[src/qss_ram.sv]
// Generic single-write, single-read RAM with registered read data.
// No dependencies.
module qss_ram #(
   parameter int WIDTH = 8,
   parameter int DEPTH = 64,
   localparam int AW = (DEPTH > 1) ? $clog2(DEPTH) : 1
) (
   input  logic             clock,
   input  logic             we,
   input  logic [AW-1:0]    waddr,
   input  logic [WIDTH-1:0] wdata,
   input  logic [AW-1:0]    raddr,
   output logic [WIDTH-1:0] rdata
);

   logic [WIDTH-1:0] mem [DEPTH];
   logic [WIDTH-1:0] rdata_ff;

   always_ff @(posedge clock) begin
      if (we) begin
         mem[waddr] <= wdata;
      end
      rdata_ff <= mem[raddr];
   end

   assign rdata = rdata_ff;

endmodule

[config.mk]
export PLATFORM = sky130hd
export DESIGN_NAME = qss_ram
export DESIGN_NICKNAME = d
export VERILOG_FILES = /design/src/qss_ram.sv
export SDC_FILE = /design/constraint.sdc
export NUM_CORES = 1
export LEC_CHECK = 0
export ABC_CLOCK_PERIOD_IN_PS = 2700
export BUFFER_PORTS_ARGS = -buffer_cell sky130_fd_sc_hd__buf_2
export CORE_MARGIN = 1.5
export CORE_UTILIZATION = 56
export DETAILED_ROUTE_END_ITERATION = 7
export PLACE_DENSITY_LB_ADDON = 0.12
export SLEW_MARGIN = 20
export SYNTH_ARGS = -nofsm -noshare
export SYNTH_HDL_FRONTEND = slang
export SYNTH_SLANG_ARGS = --single-unit
[constraint.sdc]
create_clock -name clock -period 2.7 [get_ports clock]
set_input_delay 0.27 -clock clock [delete_from_list [all_inputs] [get_ports clock]]
set_output_delay 0.27 -clock clock [all_outputs]
set_load 0.1 [all_outputs]
-- After elaboration in Yosys (flattened, before gate mapping)
Memory sizes are Yosys's and may differ from the RTL's. A register that Yosys moved wholly into a read port is not among the register bits.
Cells that the tools add are included.
- muxes and demuxes: 2
- operators by type and width (cell ; count):
    1-bit two-way mux ; 2
- register bits after elaboration: 0
- bits in writable memories: 512
- bits of input ports: 22
- logic and storage cells: 3
- memories kept: 1
- memories (name ; words ; bits a word ; rd ports ; clocked after Yosys merged registers in ; write ports ; RTL line ; text):
    mem ; 64 ; 8 ; 1 ; 1 ; 1 ; 16 ; logic [WIDTH-1:0] mem [DEPTH];

-- Logic depth before layout (Yosys ltp)
Gate-level depths: netlist of the first run.
- depth after elaboration: 2
- depth in mapped cells: 9

-- Worst setup path after synthesis of the first run
Ideal clock, no wire load.
- kind: input port to flip-flop
- from: input raddr[1]
- to: register rdata_ff[3], in the netlist rdata[3] (read register of mem)
- setup time: 0.128 ns
- data arrival time: 1.810 ns
- data required time: 2.572 ns
- path slack: 0.762 ns
- cell stages on the path: 7
- path buffers: 3
- path through: buf_4 > buf_2 > buf_2 > mux4_2 > mux4_2 > o21ai_1 > o41ai_1
- RTL lines (item ; RTL line ; text):
    start: declaration ; 12 ; input logic [AW-1:0] raddr,
    end: declaration ; 17 ; logic [WIDTH-1:0] rdata_ff;

==> results of run 1 <==
==> synth_stat cells, types with 2 or more instances <==
master / n
a2111oi_0: 2
a211oi_1: 4
a21oi_1: 3
a221oi_1: 6
a22oi_1: 3
buf_1: 4
buf_12: 2
buf_2: 11
buf_4: 13
buf_6: 4
clkbuf_1: 17
dfxtp_1: 8
edfxtp_1: 512
mux2_2: 13
mux2i_1: 23
mux4_2: 126
nand2_1: 19
nand2b_1: 7
nand3_1: 13
nand3b_1: 3
nand4_1: 2
nor2_1: 83
nor2b_1: 14
nor3_1: 7
nor4_1: 2
o2111ai_1: 3
o21a_1: 2
o21ai_0: 2
o21ai_1: 2
o221a_2: 2
o221ai_1: 8
o22ai_1: 8
o2bb2ai_1: 3
o32ai_1: 2
o41ai_1: 2
==> critical path: stages, from the launching register on <==
cell and delay (ns):
edfxtp_1 0.36, mux4_2 0.46, mux2_2 0.29, o221a_2 0.28
nor3_1 0.35, o32ai_1 0.17
==> placed cells by master (no fill, tap or decap), types with 4 or more instances in the layout <==
| master | synthesis | layout |
|---|---|---|
| clkbuf_1 | 17 | 8 |
| mux4_2 | 126 | 126 |
| buf_12 | 2 | 8 |
| bufinv_16 | 0 | 6 |
| mux2_2 | 13 | 13 |
| o22ai_1 | 8 | 8 |
| buf_2 | 11 | 26 |
| nor2_1 | 83 | 83 |
| clkinv_1 | 0 | 12 |
| clkinv_2 | 0 | 11 |
| a211oi_1 | 4 | 4 |
| nand2_1 | 19 | 19 |
| nand3_1 | 13 | 13 |
| dfxtp_1 | 8 | 8 |
| a221oi_1 | 6 | 6 |
| clkbuf_16 | 0 | 53 |
| o221ai_1 | 8 | 8 |
| edfxtp_1 | 512 | 512 |
| mux2i_1 | 23 | 23 |
| nor3_1 | 7 | 7 |
| nand2b_1 | 7 | 7 |
| buf_4 | 13 | 104 |
| nor2b_1 | 14 | 14 |
==> cell type report <==
cell class              instances  area [µm²]  share of cell area
well taps                     461         577              0.0249
repair buffers                139        1080              0.0468
clock inverters                31         295              0.0127
flip-flops and latches        520       15500               0.670
multi-input cells             369        4320               0.186
clock buffers                  63        1380              0.0597
==> per-stage QoR <==
step                      total power [µW]  cell area, µm²  hold WS (ns)  instances
after floorplan                       9710           20200         0.369        940
after global placement               10100           21500         0.722       1489
after detailed placement             10100           21500         0.729       1489
after CTS                            17200           23200         0.106       1583
after global routing                 17500           23200         0.152       1583
final                                17100           23200         0.135       1583
==> cell families after synthesis <==
kind of cell / after synthesis
AND/OR/NAND/NOR: 153
buffers and inverters: 51
multiplexers: 162
AO/OA/AOI/OAI: 54
flip-flops: 520
==> metal layers <==
| metal | global-route usage | up-vias | routed length, µm |
|---|---|---|---|
| li1 | - | 4212 | - |
| met1 | 0.376 | 5229 | 19300 |
| met5 | 0 | - | 0 |
| met4 | 0.0936 | 0 | 1450 |
| met2 | 0.396 | 375 | 21600 |
| met3 | 0.0322 | 85 | 2870 |
==> power groups by stage <==
| stage | Combinational [µW] | Sequential [µW] | Clock [µW] |
|---|---|---|---|
| 2_1_floorplan | 476 | 9230 | 0 |
| 3_3_place_gp | 972 | 9130 | 0 |
| 3_5_place_dp | 983 | 9130 | 0 |
| 4_1_cts | 986 | 8960 | 7220 |
| 5_1_grt | 1030 | 8960 | 7520 |
| 6_report | 977 | 8960 | 7130 |
==> registers in the layout, summed over array words and instances (netlist names) <==
signal  count
mem       512
rdata       8
==> final timing paths <==
| kind | startpoint | endpoint | slack (ns) | cells past startpoint |
|---|---|---|---|---|
| min | raddr[5] | rdata[2] | 0.14 | 3 |
| max | mem[29][6] | rdata[6] | 0.66 | 5 |
| max reg2reg | mem[29][6] | rdata[6] | 0.66 | 5 |
| min reg2reg | mem[30][4] | rdata[4] | 0.81 | 3 |
==> results.sh, run 1 <==
export IMPL_synth_cell_types=40
export IMPL_synth_top_family_by_area="multiplexers"
export IMPL_cp_data_required_time_ns=3.15
export IMPL_cts_max_level=2
export IMPL_power_frac_seq=0.525
export IMPL_ys_warnings_count=0
export IMPL_fin_tns_setup_ns=0
export IMPL_p_sw_uw=3600
export IMPL_viasPerCell=6.25
export IMPL_powerDensity_nw_per_um2=736
export IMPL_route_detailed_drc=0
export IMPL_clk_pin_slew_worst_paths_ns=0.06
export IMPL_cts_inserted_buffers=52
export IMPL_status="complete, no violations"
export IMPL_yosys_area_share_simple=0.0339
export IMPL_synth_compound_area_share=0.0207
export IMPL_place_port_buffers=29
export IMPL_boundaryPins=30
export IMPL_p_comb_frac=0.057
export IMPL_fin_crit_ns=2.04
export IMPL_final_antenna_net_count=0
export IMPL_ctsResizeCount=0
export IMPL_ys_seq_elements=520
export IMPL_clockPowerShare=0.418
export IMPL_grt_pass1_vias=10100
export IMPL_post_route_period_util=0.755
export IMPL_p_sw_frac=0.211
export IMPL_ctsHoldBuffers=0
export IMPL_coreArea_um2=35500
export IMPL_setup_viol=0
export IMPL_async_reset_ff_frac=0
export IMPL_grt_max_degree=65
export IMPL_clk_latency_ns=0.59
export IMPL_vdd_drop_max_uv=544
export IMPL_drt_wl_total_mm=45.2
export IMPL_initial_core_util=0.568
export IMPL_ys_flop_type="edfxtp_1"
export IMPL_cp_arrival_ns=2.49
export IMPL_syn_area_um2=20200
export IMPL_antenna_found_initial=0
export IMPL_muxShareOfSynthArea=0.159
export IMPL_synth_cells=940
export IMPL_synthXorXnorAreaFrac=0
export IMPL_die_h_um=193
export IMPL_fmax_mhz=491
export IMPL_die_area_um2=37200
export IMPL_crit_type="flop to flop"
export IMPL_cts_sinks=520
export IMPL_max_cap_violations=0
export IMPL_synthToLayoutAreaGrowth_pct=15.0
export IMPL_grt_first_pass_wirelength_mm=66.2
export IMPL_synth_area_leaders="edfxtp_1 76%, mux4_2 14%, nor2_1 1.5%, mux2i_1 1.1%, dfxtp_1 0.79%"
export IMPL_synth_edf_count=512
export IMPL_rows=69
export IMPL_hold_viol_final=0
export IMPL_yosysSeqAreaShare=0.770
export IMPL_synthesis_nets=962
export IMPL_rsz0062_at_grt="no"
export IMPL_leakagePower_uw=0.00750
export IMPL_drive_gt1_frac=0.316
export IMPL_clockRootBuffer="clkbuf_16"
export IMPL_clockBufferDepth=3
export IMPL_final_setup_skew_ns=0.0229
export IMPL_syn_avg_cell_area_um2=21.5
export IMPL_cts_setup_buffers=0
export IMPL_diodes=0
export IMPL_wl_per_cell_um=28.5
export IMPL_synth_top_area_frac=0.762
export IMPL_gp_congestion=0.803
export IMPL_fin_nets=1104
export IMPL_setup_ws_ns=0.662
export IMPL_fill_cells=2323
export IMPL_fin_util=0.654
export IMPL_hpwl_mm=28.4
export IMPL_endpoint_kind="flop"
export IMPL_vias=9901
export IMPL_crit_fanout=1
export IMPL_worstHoldPathType="primary input to flop"
export IMPL_cts_tree="done"
export IMPL_dr_pass1_iters=5
export IMPL_die_x_um=193
export IMPL_place_ws_ns=0.249
export IMPL_slew_viol_final=0
export IMPL_drt_iter0_drc=1015
export IMPL_power_internal_uw=13500
export IMPL_worst_slew_pin_slew_ns=0.795
export IMPL_synth_top_area_cell="edfxtp_1"
export IMPL_synthAdderAreaFrac=0
export IMPL_overflow=0
export IMPL_crit_path_start_kind="flop"
export IMPL_grt_usage=0.255
export IMPL_slew_headroom=0.468
Power figures use the tool's default switching activity.
==> run 2: changes to the inputs <==
- ABC_CLOCK_PERIOD_IN_PS: 2700 -> 1870
- clock period: 2.7 -> 1.87 ns (I/O delays scaled with it)
==> run 2 against run 1 <==
The flow now finishes with violations (setup timing). Register-to-register slack worse by 0.70 ns. Critical path depth increased by 1. Fmax grew 6.9%. Clock skew fell by 0.0067 ns. Flip-flop and latch count stayed put. Cell count increased by 3.7%. Setup slack worse by 0.70 ns. Final area grew 2.5%. Wire length is 0.78% lower. Global-route usage about the same. Total power is 43% higher. Critical endpoint unchanged. Largest cell class unchanged. Highest routed layer is now met5.
==> results.sh, run 2 (synthesis results as in run 1) <==
export IMPL_grt_pass1_vias=10200
export IMPL_place_port_buffers=29
export IMPL_status="finished, violations left"
export IMPL_final_cells=1641
export IMPL_ctsHoldBuffers=0
export IMPL_slowest_delay_ns=0.46
export IMPL_slowest_stage="mux4_2"
export IMPL_viasPerCell=6.15
export IMPL_hold_viol_final=0
export IMPL_antenna_found_initial=1
export IMPL_route_detailed_drc=0
export IMPL_crit_path_start_kind="flop"
export IMPL_vdd_drop_max_uv=780
export IMPL_worst_slew_pin_slew_ns=0.741
export IMPL_synthToLayoutAreaGrowth_pct=17.9
export IMPL_final_antenna_net_count=0
export IMPL_crit_type="flop to flop"
export IMPL_overflow=0
export IMPL_setup_viol=1
export IMPL_vias=10100
export IMPL_final_setup_skew_ns=0.0162
export IMPL_diodes=0
export IMPL_worstHoldPathType="primary input to flop"
export IMPL_cp_arrival_ns=2.36
export IMPL_cts_max_level=2
export IMPL_grt_first_pass_wirelength_mm=66.3
export IMPL_coreArea_um2=35500
export IMPL_fin_nets=1162
export IMPL_rsz0062_at_grt="yes"
export IMPL_grt_usage=0.255
export IMPL_setup_ws_ns=-0.0360
export IMPL_boundaryPins=30
export IMPL_rows=69
export IMPL_violations="setup timing"
export IMPL_max_cap_violations=0
export IMPL_die_area_um2=37200
export IMPL_post_route_period_util=1.02
export IMPL_drt_iter0_drc=1085
export IMPL_fin_crit_ns=1.91
export IMPL_final_cell_area_um2=23800
export IMPL_cp_data_required_time_ns=2.32
export IMPL_grt_max_degree=65
export IMPL_clk_latency_ns=0.59
export IMPL_top_register="mem"
export IMPL_fmax_mhz=525
export IMPL_layout_commonest_cell="edfxtp_1"
export IMPL_clockRootBuffer="clkbuf_16"
export IMPL_cts_inserted_buffers=51
export IMPL_dr_pass1_iters=5
export IMPL_die_x_um=193
export IMPL_clockBufferDepth=3
export IMPL_gp_congestion=0.786
export IMPL_crit_fanout=1
export IMPL_clk_pin_slew_worst_paths_ns=0.06
export IMPL_largest_reg_flops=512
export IMPL_dp_cells=1549
export IMPL_place_area_um2=22100
export IMPL_initial_core_util=0.568
export IMPL_hpwl_mm=28.8
export IMPL_endpoint_kind="flop"
export IMPL_cts_setup_buffers=0
export IMPL_die_h_um=193
export IMPL_fin_hold_ws_ns=0.0464
export IMPL_drive_gt1_frac=0.356
export IMPL_leakagePower_uw=0.00783
export IMPL_slew_viol_final=0
export IMPL_drt_wl_total_mm=44.8
export IMPL_final_cell_mix="512 x edfxtp_1, 160 x buf_4, 126 x mux4_2, 80 x nor2_1, 51 x clkbuf_16"
export IMPL_slew_headroom=0.506
export IMPL_cts_tree="done"
export IMPL_crit_chain="mux4_2 > mux2_4 > o221a_4 > nor3_2 > buf_4 > o32ai_2"
export IMPL_powerDensity_nw_per_um2=1030
export IMPL_cts_sinks=520
export IMPL_wl_per_cell_um=27.3
-- run 2: area by class of cell --
cell class	instances	area, µm²
multi-input cells	369	4410
clock inverters	36	328
clock buffers	57	1300
repair buffers	198	1630
fillers	2246	11700
well taps	461	577
flip-flops and latches	520	15500
-- run 2: report_power, final --
part / internal (µW) / total (µW) / switching (µW) / leakage, µW
sequential: 12900 / 12900 / 47.2 / 0.00467
combinational: 588 / 1520 / 929 / 0.00236
clock: 5810 / 10000 / 4190 / 0.000798
total: 19300 / 24500 / 5170 / 0.00783
-- run 2: routing by layer --
layer,track usage,share of wire,up-vias
met3,0.0611,0.086,84
li1,-,-,4328
met1,0.368,0.41,5272
met4,0.0745,0.027,2
met2,0.392,0.48,405
met5,0,0.00027,-
-- run 2: what timing repair did --
item | CTS | global route
resized for setup | 14 | 5
endpoints found under the setup margin | 7 | 7
pin swaps | 2 | 0
-- run 2: through the flow --
step | setup TNS, ns | setup WS [ns] | util | power, µW
floorplan | 0 | 0.0153 | - | 14000
global placement | -2.38 | -0.398 | 0.621 | 14700
detailed placement | -2.60 | -0.428 | 0.622 | 14700
CTS | -0.0512 | -0.0512 | 0.669 | 24700
global route | -0.261 | -0.124 | 0.670 | 25200
finish | -0.0360 | -0.0360 | 0.670 | 24500
-- run 2: worst paths after layout --
| kind | start | endpoint | slack (ns) | cells after the start |
|---|---|---|---|---|
| setup reg to reg | mem[20][6] | rdata[6] | -0.04 | 6 |
| hold reg to reg | mem[18][1] | rdata[1] | 0.85 | 4 |
| hold / removal | raddr[5] | rdata[0] | 0.05 | 3 |
| setup / recovery | mem[20][6] | rdata[6] | -0.04 | 6 |
-- run 2: critical path, delay by kind of cell (launching register included) --
family,cells,cell delay (ns)
compound gates,2,0.35
mux,2,0.75
buf+inv,1,0.14
simple gates,1,0.15
flops,1,0.37
==> run 3: changes to the inputs <==
- CORE_ASPECT_RATIO: not set -> 1.25
- CORE_UTILIZATION: 56 -> 50
==> run 3 against run 2 <==
The run now ends clean. Register-to-register slack improved by 0.06 ns. Setup slack improved by 0.058 ns. Clock skew is 0.011 ns lower. Via count shrank 1.6%. Highest routed layer is now met4.
==> results.sh, run 3 (synthesis results as in run 1) <==
export IMPL_crit_type="flop to flop"
export IMPL_multiInputGateArea_um2=4390
export IMPL_clk_pin_slew_worst_paths_ns=0.06
export IMPL_worstHoldPathType="primary input to flop"
export IMPL_route_detailed_drc=0
export IMPL_rows=82
export IMPL_power_total_uw=24400
export IMPL_crit_path_start_kind="flop"
export IMPL_largest_reg_flops=512
export IMPL_max_cap_violations=0
export IMPL_clockRootBuffer="clkbuf_16"
export IMPL_synthToLayoutAreaGrowth_pct=18.1
export IMPL_rsz0062_at_grt="yes"
export IMPL_coreArea_um2=39900
export IMPL_clockPowerShare=0.407
export IMPL_cts_tree="done"
export IMPL_gp_congestion=0.828
export IMPL_final_setup_skew_ns=0.00532
export IMPL_die_x_um=183
export IMPL_dp_cells=1587
export IMPL_cts_max_level=2
export IMPL_fmax_mhz=541
export IMPL_grt_first_pass_wirelength_mm=67.4
export IMPL_clockBufferDepth=3
export IMPL_vdd_drop_max_uv=712
export IMPL_boundaryPins=30
export IMPL_post_route_period_util=0.988
export IMPL_initial_core_util=0.505
export IMPL_die_area_um2=41600
export IMPL_seq_area_um2=15500
export IMPL_cp_data_required_time_ns=2.30
export IMPL_place_port_buffers=29
export IMPL_powerDensity_nw_per_um2=1030
export IMPL_final_cell_area_um2=23800
export IMPL_cts_inserted_buffers=50
export IMPL_crit_chain="mux4_2 > mux2_2 > o221a_4 > nor3_4 > o32ai_1"
export IMPL_overflow=0
export IMPL_die_h_um=228
export IMPL_p_sw_frac=0.210
export IMPL_slowest_delay_ns=0.48
export IMPL_final_cells=1680
export IMPL_critPathTopFamily="multiplexers"
export IMPL_endpoint_kind="flop"
export IMPL_cp_arrival_ns=2.28
export IMPL_p_comb_frac=0.063
export IMPL_setup_viol=0
export IMPL_final_cell_mix="512 x edfxtp_1, 149 x buf_4, 126 x mux4_2, 81 x nor2_1, 53 x clkbuf_16"
export IMPL_clk_latency_ns=0.56
export IMPL_power_frac_seq=0.529
export IMPL_p_sw_uw=5140
export IMPL_leakagePower_uw=0.00780
export IMPL_hold_viol_final=0
export IMPL_viasPerCell=5.91
export IMPL_slew_viol_final=0
export IMPL_worst_slew_pin_slew_ns=0.839
export IMPL_drt_iter0_drc=916
export IMPL_power_internal_uw=19300
export IMPL_status="complete, no violations"
export IMPL_fill_cells=2907
export IMPL_cp_num_buf_inv=0
export IMPL_fin_nets=1157
export IMPL_top_register="mem"
export IMPL_fin_crit_ns=1.85
export IMPL_drive_gt1_frac=0.351
export IMPL_antenna_found_initial=2
export IMPL_final_antenna_net_count=0
export IMPL_cts_sinks=520
export IMPL_slowest_stage="mux4_2"
export IMPL_grt_max_degree=65
export IMPL_crit_fanout=1
export IMPL_critical_path_startpoint="mem[29][6]"
export IMPL_grt_pass1_vias=10200
export IMPL_dr_pass1_iters=5
export IMPL_hp_start="raddr[5]"
export IMPL_grt_usage=0.228
export IMPL_rr_startpoint="mem[29][6]"
export IMPL_hpwl_mm=30.4
export IMPL_place_area_um2=22100
export IMPL_vias=9932
export IMPL_layout_commonest_cell="edfxtp_1"
export IMPL_drt_wl_total_mm=45.8
export IMPL_slew_headroom=0.441
export IMPL_wl_per_cell_um=27.3
[run 3: final timing paths]
check | endpoint | slack, ns | cells past startpoint
max | rdata[6] | 0.02 | 5
min | rdata[2] | 0.04 | 3
max reg2reg | rdata[6] | 0.02 | 5
min reg2reg | rdata[7] | 0.83 | 4
[run 3: metal layers]
layer,vias to the layer above,share of wire,global-route usage
met2,276,0.50,0.383
met3,68,0.054,0.0336
met1,5264,0.42,0.313
met5,-,0,0
li1,4324,-,-
met4,0,0.025,0.0733
[run 3: worst reg2reg max path: stages (launching register included)]
cell	delay, ns
edfxtp_1	0.38
mux4_2	0.48
mux2_2	0.29
o221a_4	0.28
nor3_4	0.20
o32ai_1	0.11
[run 3: timing repair]
item,in CTS,in global routing
pin swaps,3,0
hold buffers,0,0
setup endpoints to repair,4,7
resized for setup,7,9
buffers inserted,0,0
[run 3: power groups by stage]
stage	clock, µW	sequential, µW	combinational [µW]
2_1_floorplan	0	13300	688
3_3_place_gp	0	13200	1520
3_5_place_dp	0	13200	1540
4_1_cts	10200	12900	1550
5_1_grt	10600	12900	1640
6_report	9950	12900	1550
[run 3: layout make-up]
type | count | share of cell area
Sequential cell | 520 | 0.652
Timing Repair Buffer | 194 | 0.0694
Antenna cell | 2 | 0.000210
Multi-Input combinational cell | 369 | 0.184
Clock inverter | 23 | 0.00893
Tap cell | 504 | 0.0265
Clock buffer | 68 | 0.0589
[run 3: through the flow]
stage / util / TNS [ns] / hold slack (ns) / setup WS (ns)
after global routing: 0.597 / -0.0375 / 0.0606 / -0.0375
after detailed placement: 0.554 / -3.29 / 0.609 / -0.620
final: 0.597 / 0 / 0.0450 / 0.0217
after global placement: 0.554 / -2.96 / 0.597 / -0.615
after floorplan: - / 0 / 0.286 / 0.0153
after CTS: 0.596 / 0 / 0.0140 / 0.00468
